--- src/hw/rtl/fprd_pkg.sv ---
// ----------------------------------------------------------------------------
// fprd_pkg
// Shared types and constants of the FMCW peak range detector.
// ----------------------------------------------------------------------------
package fprd_pkg;

   // frame limits
   localparam int MAX_BINS  = 128;
   localparam int BIN_CNT_W = $clog2(MAX_BINS + 1);
   localparam int INDEX_W   = 16;

   // frame summary queue between front and back; five slots, while the three
   // stage pipe holds at most three frames in flight
   localparam int QUEUE_DEPTH = 5;
   localparam int QPTR_W      = (QUEUE_DEPTH > 1) ? $clog2(QUEUE_DEPTH) : 1;
   localparam int QCNT_W      = $clog2(QUEUE_DEPTH + 1);

   // configuration port
   localparam int CSR_INDEX_W = 1;
   localparam int CSR_DATA_W  = 64;
   localparam logic [CSR_INDEX_W-1:0] CSR_METERS_PER_BIN  = 1'd0;
   localparam logic [CSR_INDEX_W-1:0] CSR_POWER_THRESHOLD = 1'd1;
   localparam logic [31:0] METERS_PER_BIN_RESET  = 32'd65536;
   localparam logic [63:0] POWER_THRESHOLD_RESET = 64'd2882303762;

   // input item
   typedef struct packed {
      logic signed [31:0] bin_re;
      logic signed [31:0] bin_im;
      logic               last_bin;
   } req_type;

   // result item
   typedef struct packed {
      logic [47:0]        range_value;
      logic               detected;
      logic [INDEX_W-1:0] peak_index;
      logic [63:0]        peak_power;
   } rsp_type;

   // peak of one finished frame
   typedef struct packed {
      logic [INDEX_W-1:0] peak_index;
      logic [63:0]        peak_power;
   } frame_type;

   // queue status seen by front and back
   typedef struct packed {
      logic [QCNT_W-1:0] fill;
      logic              empty;
   } qstat_type;

endpackage

--- src/hw/rtl/fprd_back.sv ---
// ----------------------------------------------------------------------------
// fprd_back
// Turns a frame peak into range and detect flag and holds the result item.
// ----------------------------------------------------------------------------
module fprd_back import fprd_pkg::*; (
   input  logic        clock,
   input  logic        reset,
   input  qstat_type   q_stat,
   input  frame_type   head_frame,
   output logic        pop,
   input  logic [31:0] meters_per_bin,
   input  logic [63:0] power_threshold,
   output logic        rsp_valid,
   input  logic        rsp_stall,
   output rsp_type     rsp_payload
);

   logic    rsp_valid_ff, rsp_valid_in;
   rsp_type rsp_ff, rsp_in;
   logic    det;
   logic [47:0] range_raw;

   // take a frame whenever the output register is free or being emptied
   always_comb begin
      pop          = !q_stat.empty && (!rsp_valid_ff || !rsp_stall);
      rsp_valid_in = rsp_valid_ff;
      if (pop) begin
         rsp_valid_in = 1'b1;
      end else if (!rsp_stall) begin
         rsp_valid_in = 1'b0;
      end
   end

   // detect compare and range multiply
   always_comb begin
      det                = head_frame.peak_power > power_threshold;
      range_raw          = 48'(head_frame.peak_index) * 48'(meters_per_bin);
      rsp_in.range_value = det ? range_raw : '0;
      rsp_in.detected    = det;
      rsp_in.peak_index  = head_frame.peak_index;
      rsp_in.peak_power  = head_frame.peak_power;
   end

   always_ff @(posedge clock) begin
      if (reset) begin
         rsp_valid_ff <= 1'b0;
      end else begin
         rsp_valid_ff <= rsp_valid_in;
      end
   end

   always_ff @(posedge clock) begin
      if (pop) begin
         rsp_ff <= rsp_in;
      end
   end

   assign rsp_valid   = rsp_valid_ff;
   assign rsp_payload = rsp_ff;

endmodule

--- config.mk ---
export PLATFORM = sky130hd
export DESIGN_NAME = fprd_back
export DESIGN_NICKNAME = d
export VERILOG_FILES = /design/src/hw/rtl/fprd_pkg.sv /design/src/hw/rtl/fprd_back.sv
export SDC_FILE = /design/constraint.sdc
export NUM_CORES = 1
export LEC_CHECK = 0
export BUFFER_PORTS_ARGS = -buffer_cell sky130_fd_sc_hd__buf_2
export CAP_MARGIN = 20
export CORE_MARGIN = 2
export CORE_UTILIZATION = 30
export DETAILED_ROUTE_END_ITERATION = 7
export GPL_ROUTABILITY_DRIVEN = 0
export PLACE_DENSITY_LB_ADDON = 0.3
export REMOVE_ABC_BUFFERS = 1
export SLEW_MARGIN = 40
export SYNTH_ARGS = -nofsm -noshare
export SYNTH_HDL_FRONTEND = slang
export SYNTH_SLANG_ARGS = --single-unit
--- constraint.sdc ---
create_clock -name clock -period 7.3 [get_ports clock]
set_input_delay 0.365 -clock clock [delete_from_list [all_inputs] [get_ports clock]]
set_output_delay 0.365 -clock clock [all_outputs]
set_load 0.005 [all_outputs]
==> results.ini <==
[layout]
antenna-diode-count = 0
stdcell_count = 3550
nNetsFinal = 3363
syn_to_final_growth_pct = 15.40
drive_gt1_share_pct = 15.75
n_fill_cell = 7587

[sta]
finClkSkew_ns = 0.01542
slew_viol_final = 0
slew_headroom_pct = 46.35
worst_pin_slew_ns = 0.8048
fin_crit_sh_pct = 90.02
setup_violations = 0
rsz0062_at_grt = no
timing.final.crit_period_ns = 6.572
fmax_mhz = 152.2
finalHoldViolCount = 0

[yosys]
avgSynthCellArea_um2 = 9.568
ys_async_sr_fraction_pct = 0
syn_area_mm2 = 0.02201
synth_area_leaders = fa_1, edfxtp_1, ha_1
synth_top_cell_by_area = fa_1
synth_top_area_share_pct = 38.02
synth_cell_types = 61
synth_enable_flop_cells = 129
synth_ff_type = edfxtp_1
ys_ff_latch = 130
syn_inst = 2300
yosys_warnings = 0
yosysSeqAreaShare_pct = 17.69

[routing]
drt-pass1-iter-count = 5
viasPerCell = 4.658
vias = 16540
drc = 0
routed_wl_mm = 65.40
wl_per_cell_um = 18.42
antenna_left = 0
drtIter0Drc = 948

[place]
place_inst = 3518
dp_hpwl_mm = 53.17
portBuffers = 310

[die]
num_rows = 99
die_w_um = 274.8
die_area_mm2 = 0.07554
io_pins = 314
start_util_pct = 30.22
core_mm2 = 0.07283
die_y_um = 274.8

[critical_path]
cp_data_required_time_ns = 7.54
cp_cell_sequence = buf_2 > nand2_1 > fa_1 > inv_1 > fa_1 > inv_1 > fa_1 > inv_1 > fa_1 > fa_1 > inv_1 > fa_1 > inv_1 > ha_1 > a21o_1 > o21bai_1 > a21oi_1 > nor2_1 > a2111oi_2 > a2111oi_1 > o21a_1 > or3_1 > a21oi_1
slowest_stage = fa_1
path_max_fanout = 26
cpPeakStageDelay_ns = 0.59
endpoint_kind = flip-flop
critPathArrivalTime_ns = 6.81
rr_worst_depth = 2
regToRegSetupSlack_ns = 5.72
path_common_cell = fa_1
worstSetupPathType = input port to flip-flop
start_kind = input port

[clocking]
clkSinkCount = 130
cts_hold_buf = 0
cts_buffers = 17
cts_resized = 0
htree_num_levels = 4
clockBufferDepth = 2
clk_pin_slew_worst_paths_ns = 0.07
root_buffer = clkbuf_16
post-cts-setup-buffers = 0
clkLatencyLatePin_ns = 0.43
cts_tree = done

[global_routing]
grt_usage_pct = 17.60
grt_max_degree = 131
grt_pass1_wl_mm = 100.8
grt_overflow = 0
antenna_found_initial = 1
grt_pass1_vias = 17440

[run]
cap_violations = 0

[min_path]
hold_path_class = input port to flip-flop
holdPathStages = 2

[status]
status = finished, final reports clean

-- area by class of cell --
type	instances	area, um^2	area share, %
Clock buffer	17	425.4	1.675
Clock inverter	15	168.9	0.6651
Inverter	516	1937	7.626
Multi-Input combinational cell	1556	15810	62.25
Sequential cell	130	3894	15.33
Tap cell	959	1200	4.725
Timing Repair Buffer	357	1962	7.725
-- synthesized netlist by cell type, types with 2 or more instances --
master,number
o21bai_1,9
edfxtp_1,129
xnor2_1,20
o21ai_0,26
nor2_1,68
nor4_1,2
nand2_1,337
ha_1,184
a211oi_1,5
nor3b_1,4
nor3_1,12
inv_1,515
o31ai_1,2
xor2_1,18
nor2b_1,7
clkbuf_1,89
a21oi_1,73
o21a_1,5
fa_1,418
a31oi_1,5
buf_2,8
or3_1,2
a21oi_2,3
nand2b_1,3
nand4_1,25
o211ai_1,3
nand3_1,12
o21ai_1,2
and2_1,219
a21o_1,55
and3_1,10
-- per-layer routing --
layer	wire [um]	global-route usage, %	up-vias
li1	-	-	7555
met4	950	3.030	2
met5	7	0	-
met1	29000	24.23	8410
met2	31480	29.58	507
met3	3963	2.776	61
-- critical path: cells and delay by family --
kind                       cells  cell delay (ns)
adders and majority gates      7             3.45
AOI/OAI and AO/OA              7             1.58
buffers and inverters          6             0.81
and+or+nand+nor                3             0.57
-- metrics by stage --
step | setup slack, ns | hold slack, ns | setup TNS [ns] | utilization (%) | instance area [um^2]
5_1_grt | 0.4730 | 0.05410 | 0 | 34.87 | 25400
3_3_place_gp | 0.3755 | 0.4922 | 0 | 34.02 | 24780
4_1_cts | 0.7496 | 0.05446 | 0 | 34.87 | 25400
3_5_place_dp | 0.3146 | 0.4977 | 0 | 34.05 | 24800
6_report | 0.7283 | 0.07826 | 0 | 34.87 | 25400
2_1_floorplan | -0.02981 | 0.4341 | -3.845 | - | 21630
-- kinds of logic (layout without fill, tap and decap cells) --
| group | Yosys count | in the layout | share of synthesized area [%] |
|---|---|---|---|
| xor+xnor | 38 | 38 | 1.512 |
| flops | 130 | 130 | 17.69 |
| compound gates | 207 | 207 | 6.237 |
| simple gates | 709 | 709 | 15.55 |
| fa+ha+maj | 602 | 602 | 48.48 |
| buf+inv | 614 | 905 | 10.52 |
-- state kept, by name, indices dropped and copies added, names as in the netlist --
| name | count |
|---|---|
| rsp_valid | 1 |
| rsp_payload | 129 |
-- cell usage in the layout, fill, tap and decap left out, types with 17 or more instances in the layout --
cell,Yosys,routed
nor2_1,68,68
inv_1,515,515
edfxtp_1,129,129
a21oi_1,73,72
nand2_1,337,337
nand4_1,25,25
buf_2,8,310
xor2_1,18,18
a21o_1,55,55
and2_1,219,218
ha_1,184,184
buf_4,0,43
xnor2_1,20,20
clkbuf_16,0,17
fa_1,418,418
o21ai_0,26,26
-- final timing paths --
kind | startpoint | endpoint
worst max-delay path | head_frame[65] | rsp_payload[128]$_SDFFCE_PN0P_
worst min-delay path | reset | rsp_valid$_SDFFE_PP0P_
worst min register to register | rsp_valid$_SDFFE_PP0P_ | rsp_valid$_SDFFE_PP0P_
worst max register to register | rsp_valid$_SDFFE_PP0P_ | rsp_payload[112]$_SDFFCE_PN0P_
Power is not shown: default switching activity piles up to over one toggle a cycle in this logic, so the estimate is an artifact.
