==> config.mk <==
export PLATFORM = sky130hd
export DESIGN_NAME = fprd_front
export DESIGN_NICKNAME = d
export VERILOG_FILES = /design/src/hw/rtl/fprd_pkg.sv /design/src/hw/rtl/fprd_front.sv
export SDC_FILE = /design/constraint.sdc
export NUM_CORES = 2
export LEC_CHECK = 0
export BUFFER_PORTS_ARGS = -buffer_cell sky130_fd_sc_hd__buf_4
export CAP_MARGIN = 20
export CORE_MARGIN = 4
export CORE_UTILIZATION = 61
export CTS_BUF_LIST = sky130_fd_sc_hd__clkbuf_2 sky130_fd_sc_hd__clkbuf_4 sky130_fd_sc_hd__clkbuf_8
export CTS_CLUSTER_DIAMETER = 150
export CTS_CLUSTER_SIZE = 30
export DETAILED_ROUTE_END_ITERATION = 16
export GPL_TIMING_DRIVEN = 0
export PLACE_DENSITY = 0.81
export REMOVE_ABC_BUFFERS = 1
export SYNTH_ARGS = -nofsm -noshare
export SYNTH_HDL_FRONTEND = slang
export SYNTH_SLANG_ARGS = --single-unit
==> constraint.sdc <==
create_clock -name clock -period 7.6 [get_ports clock]
set_input_delay 1.52 -clock clock [delete_from_list [all_inputs] [get_ports clock]]
set_output_delay 1.52 -clock clock [all_outputs]
set_load 0.01 [all_outputs]
==> src/hw/rtl/fprd_pkg.sv <==
// ----------------------------------------------------------------------------
// fprd_pkg
// Shared types and constants of the FMCW peak range detector.
// ----------------------------------------------------------------------------
package fprd_pkg;

   // frame limits
   localparam int MAX_BINS  = 128;
   localparam int BIN_CNT_W = $clog2(MAX_BINS + 1);
   localparam int INDEX_W   = 16;

   // frame summary queue between front and back; five slots, while the three
   // stage pipe holds at most three frames in flight
   localparam int QUEUE_DEPTH = 5;
   localparam int QPTR_W      = (QUEUE_DEPTH > 1) ? $clog2(QUEUE_DEPTH) : 1;
   localparam int QCNT_W      = $clog2(QUEUE_DEPTH + 1);

   // configuration port
   localparam int CSR_INDEX_W = 1;
   localparam int CSR_DATA_W  = 64;
   localparam logic [CSR_INDEX_W-1:0] CSR_METERS_PER_BIN  = 1'd0;
   localparam logic [CSR_INDEX_W-1:0] CSR_POWER_THRESHOLD = 1'd1;
   localparam logic [31:0] METERS_PER_BIN_RESET  = 32'd65536;
   localparam logic [63:0] POWER_THRESHOLD_RESET = 64'd2882303762;

   // input item
   typedef struct packed {
      logic signed [31:0] bin_re;
      logic signed [31:0] bin_im;
      logic               last_bin;
   } req_type;

   // result item
   typedef struct packed {
      logic [47:0]        range_value;
      logic               detected;
      logic [INDEX_W-1:0] peak_index;
      logic [63:0]        peak_power;
   } rsp_type;

   // peak of one finished frame
   typedef struct packed {
      logic [INDEX_W-1:0] peak_index;
      logic [63:0]        peak_power;
   } frame_type;

   // queue status seen by front and back
   typedef struct packed {
      logic [QCNT_W-1:0] fill;
      logic              empty;
   } qstat_type;

endpackage

==> src/hw/rtl/fprd_front.sv <==
// ----------------------------------------------------------------------------
// fprd_front
// Accepts bins, forms power in a three stage pipe and tracks the frame peak.
// ----------------------------------------------------------------------------
module fprd_front import fprd_pkg::*; (
   input  logic      clock,
   input  logic      reset,
   input  logic      req_valid,
   output logic      req_stall,
   input  req_type   req_payload,
   input  qstat_type q_stat,
   output logic      push_valid,
   output frame_type push_frame
);

   // bin counter
   logic [BIN_CNT_W-1:0] cnt_ff, cnt_in;

   // stage 1: magnitudes
   logic               s1_valid_ff, s1_valid_in;
   logic               s1_last_ff, s1_use_ff;
   logic [INDEX_W-1:0] s1_idx_ff;
   logic [31:0]        s1_mag_re_ff, s1_mag_im_ff;

   // stage 2: squares
   logic               s2_valid_ff;
   logic               s2_last_ff, s2_use_ff;
   logic [INDEX_W-1:0] s2_idx_ff;
   logic [63:0]        s2_sq_re_ff, s2_sq_im_ff;

   // stage 3: power
   logic               s3_valid_ff;
   logic               s3_last_ff, s3_use_ff;
   logic [INDEX_W-1:0] s3_idx_ff;
   logic [63:0]        s3_sum_ff;

   // running peak
   logic [63:0]        best_power_ff, best_power_in;
   logic [INDEX_W-1:0] best_index_ff, best_index_in;

   logic               accept;
   logic               use_bin;
   logic [31:0]        mag_re, mag_im;
   logic [QCNT_W:0]    lasts_in_pipe;
   logic [QCNT_W:0]    committed;
   logic               hit;

   // stall when every queue slot is spoken for by stored or in-flight frames
   always_comb begin
      lasts_in_pipe = (QCNT_W+1)'(s1_valid_ff & s1_last_ff)
                    + (QCNT_W+1)'(s2_valid_ff & s2_last_ff)
                    + (QCNT_W+1)'(s3_valid_ff & s3_last_ff);
      committed     = {1'b0, q_stat.fill} + lasts_in_pipe;
      req_stall     = committed >= (QCNT_W+1)'(QUEUE_DEPTH);
   end

   // accept and bin numbering
   always_comb begin
      accept      = req_valid && !req_stall;
      use_bin     = cnt_ff < BIN_CNT_W'(MAX_BINS);
      s1_valid_in = accept;
      cnt_in      = cnt_ff;
      if (accept) begin
         if (req_payload.last_bin) begin
            cnt_in = '0;
         end else if (use_bin) begin
            cnt_in = cnt_ff + 1'b1;
         end
      end
   end

   // absolute values, the most negative input wraps to 2^31 as wanted
   always_comb begin
      mag_re = req_payload.bin_re[31] ? (32'd0 - req_payload.bin_re) : req_payload.bin_re;
      mag_im = req_payload.bin_im[31] ? (32'd0 - req_payload.bin_im) : req_payload.bin_im;
   end

   // peak compare, strictly greater replaces
   always_comb begin
      hit           = s3_valid_ff && s3_use_ff && (s3_sum_ff > best_power_ff);
      push_valid    = s3_valid_ff && s3_last_ff;
      push_frame.peak_power = hit ? s3_sum_ff : best_power_ff;
      push_frame.peak_index = hit ? s3_idx_ff : best_index_ff;
      best_power_in = best_power_ff;
      best_index_in = best_index_ff;
      if (push_valid) begin
         best_power_in = '0;
         best_index_in = '0;
      end else if (hit) begin
         best_power_in = s3_sum_ff;
         best_index_in = s3_idx_ff;
      end
   end

   // control registers
   always_ff @(posedge clock) begin
      if (reset) begin
         cnt_ff        <= '0;
         s1_valid_ff   <= 1'b0;
         s2_valid_ff   <= 1'b0;
         s3_valid_ff   <= 1'b0;
         best_power_ff <= '0;
         best_index_ff <= '0;
      end else begin
         cnt_ff        <= cnt_in;
         s1_valid_ff   <= s1_valid_in;
         s2_valid_ff   <= s1_valid_ff;
         s3_valid_ff   <= s2_valid_ff;
         best_power_ff <= best_power_in;
         best_index_ff <= best_index_in;
      end
   end

   // pipeline payload
   always_ff @(posedge clock) begin
      s1_last_ff   <= req_payload.last_bin;
      s1_use_ff    <= use_bin;
      s1_idx_ff    <= INDEX_W'(cnt_ff);
      s1_mag_re_ff <= mag_re;
      s1_mag_im_ff <= mag_im;

      s2_last_ff   <= s1_last_ff;
      s2_use_ff    <= s1_use_ff;
      s2_idx_ff    <= s1_idx_ff;
      s2_sq_re_ff  <= 64'(s1_mag_re_ff) * 64'(s1_mag_re_ff);
      s2_sq_im_ff  <= 64'(s1_mag_im_ff) * 64'(s1_mag_im_ff);

      s3_last_ff   <= s2_last_ff;
      s3_use_ff    <= s2_use_ff;
      s3_idx_ff    <= s2_idx_ff;
      s3_sum_ff    <= s2_sq_re_ff + s2_sq_im_ff;
   end

endmodule

==> impl_metrics.csv <==
group,metric,value,unit
floorplan,rows,127,
synthesis,synth-edff-count,0,
finish,nets,10500,
hold_path,worstHoldPathType,"reg -> reg",
placed_design,gp_congestion,0.949,
critical_path,r2r_start,"s1_mag_im_ff[13]$_DFF_P_",
drt,routedWlPerCell,24.6,um
drt,routed_wl,240000,um
synthesis,ys_warn_count,0,
timing,finalHoldViolCount,0,
critical_path,critPathLaunchType,"flop",
outcome,violations,"negative setup slack",
timing,rsz0062_at_grt,"true",
floorplan,die_w,355,um
critical_path,crit_arrival,8.88,ns
synthesis,synthArstFlopShare,0,%
finish,area_growth,15.0,%
critical_path,cp_top_family,"adder cells",
critical_path,cpMaxStageDelayCell,"fa_2",
floorplan,io_pins,154,
finish,final_common_cell,"inv_1",
timing,slew_viol_final,0,
drt,vias,58600,
critical_path,critPathCaptureType,"flop",
finish,drive_above_1_share,15.9,%
placed_design,io_buffers,152,
critical_path,cp_common_cell,"fa_2",
drt,drc_errors,0,
finish,fill_cells,7725,
timing,worstMarginPinSlew,1.20,ns
drt,first_pass_iters,13,
timing,setup_slack,-0.645,ns
drt,viasPerCell,6.02,
clocking,ctsHoldBuffers,0,
synthesis,seq_area_frac_synth,10.2,%
critical_path,critPathBufInv,4,
drt,drtAntennaViolNets,0,
grt,grt_antenna_before_repair,26,
timing,fin_skew,0.0848,ns
floorplan,die_height,355,um
grt,track_usage,34.7,%
critical_path,critical_path_class,"reg -> reg",
clocking,clock_latency,0.76,ns
grt,grt_pass1_vias,62400,
timing,setup_viol,38,
clocking,numCtsBuffers,21,
job,drv_cap,0,
critical_path,crit_start,"s1_mag_im_ff[13]$_DFF_P_",
synthesis,synth_area,73600,um2
clocking,clock-root-buffer,"clkbuf_8",
timing,slew_headroom,19.6,%
grt,grt_pass1_wl,338000,um
timing,finalSetupTns,-9.81,ns
clocking,clockBufferDepth,3,
synthesis,synth_cell_types,74,
timing,period_needed,8.25,ns
critical_path,max_stage_delay,0.79,ns
floorplan,initial_utilization,61.5,%
grt,grt_overflow,0,
floorplan,core-area,120000,um2
critical_path,critPathRequiredTime,8.23,ns
outcome,run_status,"finished, violations left",
clocking,h-tree-depth,1,
timing,period_share,108,%
grt,grt_max_degree,54,
floorplan,die-area,126000,um2
synthesis,synthCells,7737,
hold_path,hp-start,"s2_last_ff$_DFF_P_",
clocking,cts_tree,"built",
clocking,path_clk_slew,0.21,ns
synthesis,ys_dominant_reg_cell,"dfxtp_1",
synthesis,ys_ff_latch,375,
finish,final_cell_mix,"inv_1, fa_1, ha_1",
synthesis,avgSynthCellArea,9.52,um2
critical_path,crit_fanout,16,
drt,drtIter0Drc,6566,
clocking,cts_sinks,375,
placed_design,dp_hpwl,144000,um
timing,max_freq,121,MHz
==> synthesized netlist by cell type (21+ instances only) <==
cell type,instances,area share [%]
xor2_1,121,1.4
nand2b_1,21,0.18
a21oi_1,209,1.4
mux2_2,74,1.1
fa_1,1586,43
a31oi_1,35,0.30
nor2_1,172,0.88
o31ai_1,29,0.30
ha_1,730,12
nand2_1,604,3.1
dfxtp_1,375,10
o21bai_1,40,0.41
nor2b_1,119,1.0
inv_1,2045,10
o21ai_0,118,0.80
clkbuf_1,271,1.4
nand3_1,37,0.25
and2_1,480,4.1
o21a_1,29,0.30
a21o_1,141,1.4
nand4_1,57,0.48
xnor2_1,211,2.5
==> flip-flops by register name (all words and copies together), names as in the netlist <==
| name | count |
|---|---|
| s2_use_ff | 1 |
| s1_mag_re_ff | 32 |
| s1_last_ff | 1 |
| s2_last_ff | 1 |
| cnt_ff | 8 |
| s3_last_ff | 1 |
| s1_use_ff | 1 |
| s2_valid_ff | 1 |
| s1_mag_im_ff | 32 |
| s3_sum_ff | 64 |
| best_power_ff | 64 |
| s3_use_ff | 1 |
| s2_sq_re_ff | 63 |
| s2_sq_im_ff | 63 |
| s3_idx_ff | 8 |
| s1_valid_ff | 1 |
| s1_idx_ff | 8 |
| s2_idx_ff | 8 |
| s3_valid_ff | 1 |
| best_index_ff | 16 |
==> what timing repair did <==
item / 4_1_cts / 5_1_grt
endpoints found under the hold margin: 0 / 0
endpoints found under the setup margin: 79 / 55
buffers inserted: 264 / 179
pin swaps: 122 / 255
resized for setup: 317 / 404
cloned: 0 / 4
==> through the flow <==
| stage | std cells | area, um2 | hold slack (ns) | utilization [%] | worst slack, ns |
|---|---|---|---|---|---|
| final | 9742 | 84700 | 0.331 | 70.7 | -0.645 |
| after global routing | 9722 | 84600 | 0.338 | 70.6 | -0.807 |
| after CTS | 9538 | 81200 | 0.338 | 67.8 | -0.203 |
| after detailed placement | 9245 | 76300 | 0.312 | 63.7 | -1.70 |
| after global placement | 9223 | 75700 | 0.312 | 63.2 | -3.12 |
| after floorplan | 7459 | 72600 | 0.310 | - | -0.0967 |
==> final cells by class <==
cell class / count / area, um2 / area share, %
inverter: 2047 / 7740 / 9.14
tap: 1612 / 2020 / 2.38
timing repair buffer: 616 / 6800 / 8.03
multi-input combinational: 5037 / 59800 / 70.7
antenna: 25 / 62.6 / 0.0739
sequential: 375 / 7740 / 9.14
clock inverter: 9 / 199 / 0.235
clock buffer: 21 / 289 / 0.341
==> path summary, 6_finish.rpt <==
path                             endpoint  cells past startpoint  slack, ns
setup / recovery  s2_sq_im_ff[56]$_DFF_P_                     25      -0.65
hold / removal         s3_last_ff$_DFF_P_                      0       0.33
setup reg to reg  s2_sq_im_ff[56]$_DFF_P_                     25      -0.65
hold reg to reg        s3_last_ff$_DFF_P_                      0       0.33
==> metal layers <==
metal,vias up,wire length [um],GRT usage [%]
met5,-,226,0
met4,8,22000,22.2
met3,1801,34100,11.3
met2,4392,105000,54.3
met1,28600,78600,41.3
li1,23800,-,-
==> logic make-up after synthesis <==
logic type                 count (synthesis)  synth area share [%]
buffers and inverters                   2325                  11.9
adders and majority gates               2316                  55.5
and+or+nand+nor                         1591                  10.9
AOI/OAI and AO/OA                        720                  6.38
DFF                                      375                  10.2
xor gates and xnor gates                 332                  3.95
muxes                                     78                  1.19
Power is not shown: default switching activity piles up to over one toggle a cycle in this logic, so the estimate is an artifact.
