==> src/hw/rtl/fprd_pkg.sv <==
// ----------------------------------------------------------------------------
// fprd_pkg
// Shared types and constants of the FMCW peak range detector.
// ----------------------------------------------------------------------------
package fprd_pkg;

   // frame limits
   localparam int MAX_BINS  = 128;
   localparam int BIN_CNT_W = $clog2(MAX_BINS + 1);
   localparam int INDEX_W   = 16;

   // frame summary queue between front and back; five slots, while the three
   // stage pipe holds at most three frames in flight
   localparam int QUEUE_DEPTH = 5;
   localparam int QPTR_W      = (QUEUE_DEPTH > 1) ? $clog2(QUEUE_DEPTH) : 1;
   localparam int QCNT_W      = $clog2(QUEUE_DEPTH + 1);

   // configuration port
   localparam int CSR_INDEX_W = 1;
   localparam int CSR_DATA_W  = 64;
   localparam logic [CSR_INDEX_W-1:0] CSR_METERS_PER_BIN  = 1'd0;
   localparam logic [CSR_INDEX_W-1:0] CSR_POWER_THRESHOLD = 1'd1;
   localparam logic [31:0] METERS_PER_BIN_RESET  = 32'd65536;
   localparam logic [63:0] POWER_THRESHOLD_RESET = 64'd2882303762;

   // input item
   typedef struct packed {
      logic signed [31:0] bin_re;
      logic signed [31:0] bin_im;
      logic               last_bin;
   } req_type;

   // result item
   typedef struct packed {
      logic [47:0]        range_value;
      logic               detected;
      logic [INDEX_W-1:0] peak_index;
      logic [63:0]        peak_power;
   } rsp_type;

   // peak of one finished frame
   typedef struct packed {
      logic [INDEX_W-1:0] peak_index;
      logic [63:0]        peak_power;
   } frame_type;

   // queue status seen by front and back
   typedef struct packed {
      logic [QCNT_W-1:0] fill;
      logic              empty;
   } qstat_type;

endpackage

==> src/hw/rtl/fprd_queue.sv <==
// ----------------------------------------------------------------------------
// fprd_queue
// Short queue of finished frame peaks between front and back.
// ----------------------------------------------------------------------------
module fprd_queue import fprd_pkg::*; (
   input  logic      clock,
   input  logic      reset,
   input  logic      push_valid,
   input  frame_type push_frame,
   input  logic      pop,
   output frame_type head_frame,
   output qstat_type q_stat
);

   frame_type         entry_ff [QUEUE_DEPTH];
   logic [QPTR_W-1:0] wr_ptr_ff, wr_ptr_in;
   logic [QPTR_W-1:0] rd_ptr_ff, rd_ptr_in;
   logic [QCNT_W-1:0] fill_ff, fill_in;

   // pointer and fill update
   always_comb begin
      wr_ptr_in = wr_ptr_ff;
      rd_ptr_in = rd_ptr_ff;
      fill_in   = fill_ff;
      if (push_valid) begin
         wr_ptr_in = (wr_ptr_ff == QPTR_W'(QUEUE_DEPTH - 1)) ? '0 : wr_ptr_ff + 1'b1;
      end
      if (pop) begin
         rd_ptr_in = (rd_ptr_ff == QPTR_W'(QUEUE_DEPTH - 1)) ? '0 : rd_ptr_ff + 1'b1;
      end
      if (push_valid && !pop) begin
         fill_in = fill_ff + 1'b1;
      end else if (pop && !push_valid) begin
         fill_in = fill_ff - 1'b1;
      end
   end

   always_ff @(posedge clock) begin
      if (reset) begin
         wr_ptr_ff <= '0;
         rd_ptr_ff <= '0;
         fill_ff   <= '0;
      end else begin
         wr_ptr_ff <= wr_ptr_in;
         rd_ptr_ff <= rd_ptr_in;
         fill_ff   <= fill_in;
      end
   end

   // entry storage
   always_ff @(posedge clock) begin
      if (push_valid) begin
         entry_ff[wr_ptr_ff] <= push_frame;
      end
   end

   assign head_frame   = entry_ff[rd_ptr_ff];
   assign q_stat.fill  = fill_ff;
   assign q_stat.empty = (fill_ff == '0);

endmodule

==> config.mk <==
export PLATFORM = sky130hd
export DESIGN_NAME = fprd_queue
export DESIGN_NICKNAME = d
export VERILOG_FILES = /design/src/hw/rtl/fprd_pkg.sv /design/src/hw/rtl/fprd_queue.sv
export SDC_FILE = /design/constraint.sdc
export NUM_CORES = 1
export LEC_CHECK = 0
export ABC_AREA = 1
export CELL_PAD_IN_SITES_DETAIL_PLACEMENT = 0
export CELL_PAD_IN_SITES_GLOBAL_PLACEMENT = 1
export CORE_ASPECT_RATIO = 1.75
export CORE_UTILIZATION = 49
export DETAILED_ROUTE_END_ITERATION = 8
export DONT_BUFFER_PORTS = 1
export GPL_ROUTABILITY_DRIVEN = 0
export PLACE_DENSITY_LB_ADDON = 0.12
export SYNTH_ARGS = -nofsm -noshare
export SYNTH_HDL_FRONTEND = slang
export SYNTH_SLANG_ARGS = --single-unit
==> constraint.sdc <==
create_clock -name clock -period 11.95 [get_ports clock]
set_clock_uncertainty 0.1 [all_clocks]
set_input_delay 3.585 -clock clock [delete_from_list [all_inputs] [get_ports clock]]
set_output_delay 3.585 -clock clock [all_outputs]
set_load 0.01 [all_outputs]
==> impl_results.md, run 1 <==
* Status: complete, no violations
* CTS sink count at 412
* Pre-antenna DRT Iters at 5
* Buffers on Ports at 0
* Area taken by multi-input logic gates at 3510 um^2
* Pin count of the biggest net entering global routing at 89
* Post-CTS Setup Repair Bufs at 0
* Worst EP required at 8.27 ns
* Clock Power Share at 37.1%
* Metal3 WL at 2.06 mm
* Power Density at 161 nW/um^2
* Net Sw Power at 0.696 mW
* Full die area at 36200 um^2
* Nets at 1742
* EDFF count, synth at 400
* # diodes at 0
* Main flop type after synthesis: edfxtp_1
* Startpoint type of the worst setup path: flop
* Layout cell share with drive strength beyond 1 at 11.0%
* Routed wl met2 at 19.0 mm
* Final ANT Viol Nets at 0
* Design Power at 3.03 mW
* Worst hold slack at 0.396 ns
* Wirelength per Cell at 16.7 um
* Max Slew Vio Count at 0
* GRT Util Overall at 20.6%
* Hpwl dp at 19.8 mm
* Met1 Wirelength at 13.9 mm
* WS Path Type: flop to output port
* P_leak at 8.17 nW
* Slew headroom at 26.7%
* Sequential-to-total area share from yosys stat at 70.5%
* Synthesis warning total at 0
* Starting Density at 50.1%
* Worst R2R Setup Slack at 9.34 ns
* Final Hold Vio Count at 0
* Final critical-path share of the clock period at 56.8%
* Layout area overhead at 8.59%
* Ys async rst share at 0%
* # fillers at 3129
* Die Height at 251 um
* Yosys cell types at 21
* First-pass GRT wire length at 55.9 mm
* Seq. cell area at 12300 um^2
* Worst-Margin Slew at 1.10 ns
* I/O Pins at 168
* Vias at 10398
* Combinational power share at 8.0%
* Post-CTS sizing at 0
* CTS Root Cell: clkbuf_16
* Period minus WS final at 6.78 ns
* Std-Cell Rows at 90
* F_max at 0.147 GHz
* Fin Setup TNS at 0 ns
* Gate Count Post-Synth at 1667
* Max Cap Violations at 0
* Switching Share at 23.0%
* Vias per cell at 4.86
* Area leader, netlist: edfxtp_1
* Worst Path Max Fanout at 57
* Die X at 144 um
* Top-count cell post-synth: nand2_1
* Syn Std Cell Area at 17400 um^2
* Detailed-route wire length at 35.8 mm
* Worst skew pair latency at 0.54 ns
* Seq cells post-synth at 412
* CP Data Arrival Time at 3.10 ns
* Vias in the first global route at 10360
* Mapped Avg Cell Area at 10.4 um^2
* Placed Cells at 2073
* Initial DRC count at 520
* CTS clk-pin slew, worst paths at 0.06 ns
* Core area at 34700 um^2
* CTS Buffer Depth at 3
* Min-Delay Path Class: flop to flop
* Kind of end point of the critical path: output port
* Gr ovfl total at 0
* Post-Layout Cell Count at 2140
* Unrepaired setup endpoints after global routing: no
* Commonest cells in the netlist: 655 x nand2_1, 400 x edfxtp_1, 222 x inv_1
* VDD IR-drop max at 0.135 mV
* Post-synth top area share at 69.1%
* Top sig layer: met4
* Synthesized Nets at 1757
* Hold-fix buffers, CTS at 0
* Power Internal at 2.33 mW
* DRC violations left at 0
* H-tree Lvls at 2
* Reg power frac at 54.9%
* Synth area leaders: edfxtp_1 69%, nand2_1 14%, inv_1 4.8%
* TritonCTS clock tree: done
* Final setup viols at 0
* Total CTS buffers at 37
* Antenna violations before repair at 0
-- metrics by stage --
step	worst slack [ns]	utilization [%]	cell area, um^2
3_3_place_gp	5.64	51.1	17700
6_report	5.17	54.4	18900
3_5_place_dp	5.62	51.1	17700
5_1_grt	4.87	54.4	18900
4_1_cts	5.04	54.4	18900
2_1_floorplan	2.18	-	17400
-- cell families (layout without fill, tap and decap cells) --
| logic type | after synthesis | count (layout) | synth area share (%) |
|---|---|---|---|
| simple gates | 833 | 833 | 19.2 |
| flops | 412 | 412 | 70.5 |
| fa+ha+maj | 6 | 6 | 0.475 |
| buf+inv | 404 | 417 | 9.47 |
| compound gates | 12 | 12 | 0.346 |
-- layout make-up --
type / count / area share (%)
clock buffer: 51 / 5.52
tap: 460 / 3.05
timing repair buffer: 15 / 0.597
inverter: 335 / 6.70
multi-input combinational: 851 / 18.6
sequential: 412 / 65.0
clock inverter: 16 / 0.517
-- layout by cell type (no fill, tap or decap) --
cell type	n
nand2_1	655
clkinv_1	10
clkbuf_1	10
a21oi_1	7
dfxtp_1	9
nor3_1	1
clkinv_2	7
ha_1	5
inv_2	110
clkbuf_8	2
o21ai_1	5
nand4_1	1
nor3_2	1
clkbuf_16	39
nor2_1	9
inv_6	2
dfxtp_4	3
nor2_4	4
inv_1	221
buf_4	15
nand3_1	162
fa_1	1
edfxtp_1	400
bufinv_16	1
-- final timing paths --
check,from,end,cells after the start
worst min-delay path,rd_ptr_ff[1]$_SDFFE_PP0P_,flop,2
worst max register to register,wr_ptr_ff[0]$_SDFFE_PP0P_,entry_ff[1][56]$_DFFE_PP_,3
worst max-delay path,flop,head_frame[34],7
worst min register to register,rd_ptr_ff[1]$_SDFFE_PP0P_,flop,2
-- layer usage --
| metal | global-route usage [%] | up-vias |
|---|---|---|
| met1 | 23.3 | 4911 |
| met3 | 4.51 | 59 |
| li1 | - | 5198 |
| met2 | 37.9 | 230 |
| met5 | 0 | - |
| met4 | 6.56 | 0 |
-- flip-flops by register name (all words and copies together) (netlist names), named ones only --
name	count
entry_ff	400
fill_ff	3
rd_ptr_ff	3
wr_ptr_ff	3
-- power by group through the flow --
stage / Combinational, mW / Sequential [mW] / Clock [mW]
2_1_floorplan: 0.196 / 1.69 / 0
3_5_place_dp: 0.249 / 1.70 / 0
5_1_grt: 0.280 / 1.67 / 1.21
3_3_place_gp: 0.248 / 1.69 / 0
6_report: 0.241 / 1.66 / 1.12
4_1_cts: 0.249 / 1.66 / 1.16
-- critical path, cell delays in order (launching register included) --
cell	delay, ns
dfxtp_4	0.73
buf_4	0.64
buf_4	0.61
nand2_1	0.12
nand3_1	0.10
nand2_1	0.11
nand2_1	0.07
nand2_1	0.10
Power figures use the tool's default switching activity.
==> inputs of run 2 (changes only) <==
==> constraint.sdc (replaced) <==
create_clock -name clock -period 6.8 [get_ports clock]
set_clock_uncertainty 0.1 [all_clocks]
set_input_delay 2.04 -clock clock [delete_from_list [all_inputs] [get_ports clock]]
set_output_delay 2.04 -clock clock [all_outputs]
set_load 0.01 [all_outputs]
==> run 2 against run 1 <==
Routed wire length down 0.25%. Total power up 79%. First-iteration DRC count down 12%. Critical path type unchanged. Critical endpoint is now head_frame[41].
==> impl_results.md, run 2 (same netlist as run 1, synthesis figures left out) <==
* Vias in the first global route at 10157
* Min-Delay Path Class: flop to flop
* Seq. cell area at 12300 um^2
* Final Hold Vio Count at 0
* Slew headroom at 21.3%
* Unrepaired setup endpoints after global routing: no
* Vias at 10379
* Wirelength per Cell at 16.7 um
* GRT Util Overall at 20.4%
* Std-Cell Rows at 90
* Final critical-path share of the clock period at 70.6%
* DRC violations left at 0
* Worst hold slack at 0.410 ns
* TritonCTS clock tree: done
* Hold-fix buffers, CTS at 0
* Post-CTS sizing at 0
* CP Data Arrival Time at 2.66 ns
* CTS Buffer Depth at 3
* Detailed-route wire length at 35.7 mm
* Pin count of the biggest net entering global routing at 99
* VDD IR-drop max at 0.301 mV
* R2R Path Start: wr_ptr_ff[0]$_SDFFE_PP0P_
* P_leak at 8.20 nW
* Final setup viols at 0
* Post-DP Area at 17800 um^2
* Worst EP required at 4.66 ns
* Worst skew pair latency at 0.54 ns
* Gr ovfl total at 0
* Nets at 1743
* Kind of end point of the critical path: output port
* Pre-antenna DRT Iters at 5
* Startpoint type of the worst setup path: flop
* CTS clk-pin slew, worst paths at 0.07 ns
* Core area at 34700 um^2
* Power Density at 286 nW/um^2
* Number of cells on the worst hold path at 2
* Reg2reg end: entry_ff[0][69]$_DFFE_PP_
* CTS Root Cell: clkbuf_16
* Fin Setup TNS at 0 ns
* Total CTS buffers at 38
* Initial DRC count at 457
* Hpwl dp at 19.9 mm
* Largest register FFs at 400
* Area taken by multi-input logic gates at 3520 um^2
* Full die area at 36200 um^2
* Die X at 144 um
* Status: complete, no violations
* F_max at 0.208 GHz
* # diodes at 0
* Layout cell share with drive strength beyond 1 at 11.1%
* Final ANT Viol Nets at 0
* CTS sink count at 412
* Design Area, Final at 19000 um^2
* Post-CTS Setup Repair Bufs at 0
* Antenna violations before repair at 0
* Most frequent cells in the layout: 655 x nand2_1, 400 x edfxtp_1, 221 x inv_1
* First-pass GRT wire length at 55.5 mm
* H-tree Lvls at 2
* Layout area overhead at 9.20%
* Die Height at 251 um
* # fillers at 3103
* FF-to-FF path depth at 4
* Top reg by flops: entry_ff
* Commonest non-fill, non-tap cell in the layout: nand2_1
* Starting Density at 50.1%
* Max Slew Vio Count at 0
* Max Cap Violations at 0
* Buffers on Ports at 0
* Vias per cell at 4.85
* WS Path Type: flop to output port
* I/O Pins at 168
* Worst-Margin Slew at 1.18 ns
* Worst Path Max Fanout at 98
* Min-delay src: rd_ptr_ff[1]$_SDFFE_PP0P_
* Period minus WS final at 4.80 ns
* Worst R2R Setup Slack at 4.18 ns
[run 2: cell types whose count changed in the layout (fill, tap and decap cells not counted), moves of 2 or more]
cell,change
clkinv_1,-4
inv_6,-2
clkinvlp_4,+2
clkbuf_16,+2
buf_12,+3
buf_4,-3
[run 2: area by class of cell]
type                            count  share of cell area, %
Clock buffer                       53                   5.70
Clock inverter                     14                  0.646
Inverter                          335                   6.65
Multi-Input combinational cell    851                   18.5
Sequential cell                   412                   64.6
Tap cell                          460                   3.03
Timing Repair Buffer               15                  0.791
[run 2: how the worst max path moves through the flow]
stage | from | endpoint | slack, ns | cells after the start
final | flop | head_frame[41] | 2.00 | 7
after global routing | flop | head_frame[47] | 1.76 | 7
after CTS | flop | head_frame[49] | 1.91 | 6
after detailed placement | flop | head_frame[49] | 2.49 | 6
after global placement | flop | head_frame[51] | 2.51 | 6
after floorplan | push_valid | entry_ff[1][0]$_DFFE_PP_ | 0.71 | 2
[run 2: stage by stage]
| step | std cells | setup slack, ns | util [%] | total power, mW |
|---|---|---|---|---|
| 2_1_floorplan | 1667 | 0.707 | - | 3.31 |
| 3_3_place_gp | 2073 | 2.51 | 51.2 | 3.41 |
| 3_5_place_dp | 2073 | 2.49 | 51.2 | 3.42 |
| 4_1_cts | 2140 | 1.91 | 54.7 | 5.50 |
| 5_1_grt | 2140 | 1.76 | 54.7 | 5.63 |
| 6_report | 2140 | 2.00 | 54.7 | 5.43 |
[run 2: critical path: stages (launching register included)]
cell,delay [ns]
dfxtp_4,0.53
inv_4,0.11
buf_4,0.83
nand2_1,0.14
nand3_1,0.12
nand2_1,0.11
nand2_1,0.08
nand2_1,0.13
[run 2: power breakdown]
| group | leakage [nW] | switching, mW | internal [mW] | total, mW |
|---|---|---|---|---|
| Combinational | 3.86 | 0.321 | 0.113 | 0.434 |
| Sequential | 3.76 | 0.0363 | 2.88 | 2.92 |
| Clock | 0.582 | 0.888 | 1.19 | 2.08 |
[run 2: routing by layer]
metal	routed length [um]	vias up	share of wire (%)	track usage, %
li1	-	5205	-	-
met1	13900	4893	39	22.9
met5	0	-	0	0
met4	903	0	2.5	7.13
met2	18900	222	53	37.3
met3	2000	59	5.6	4.57
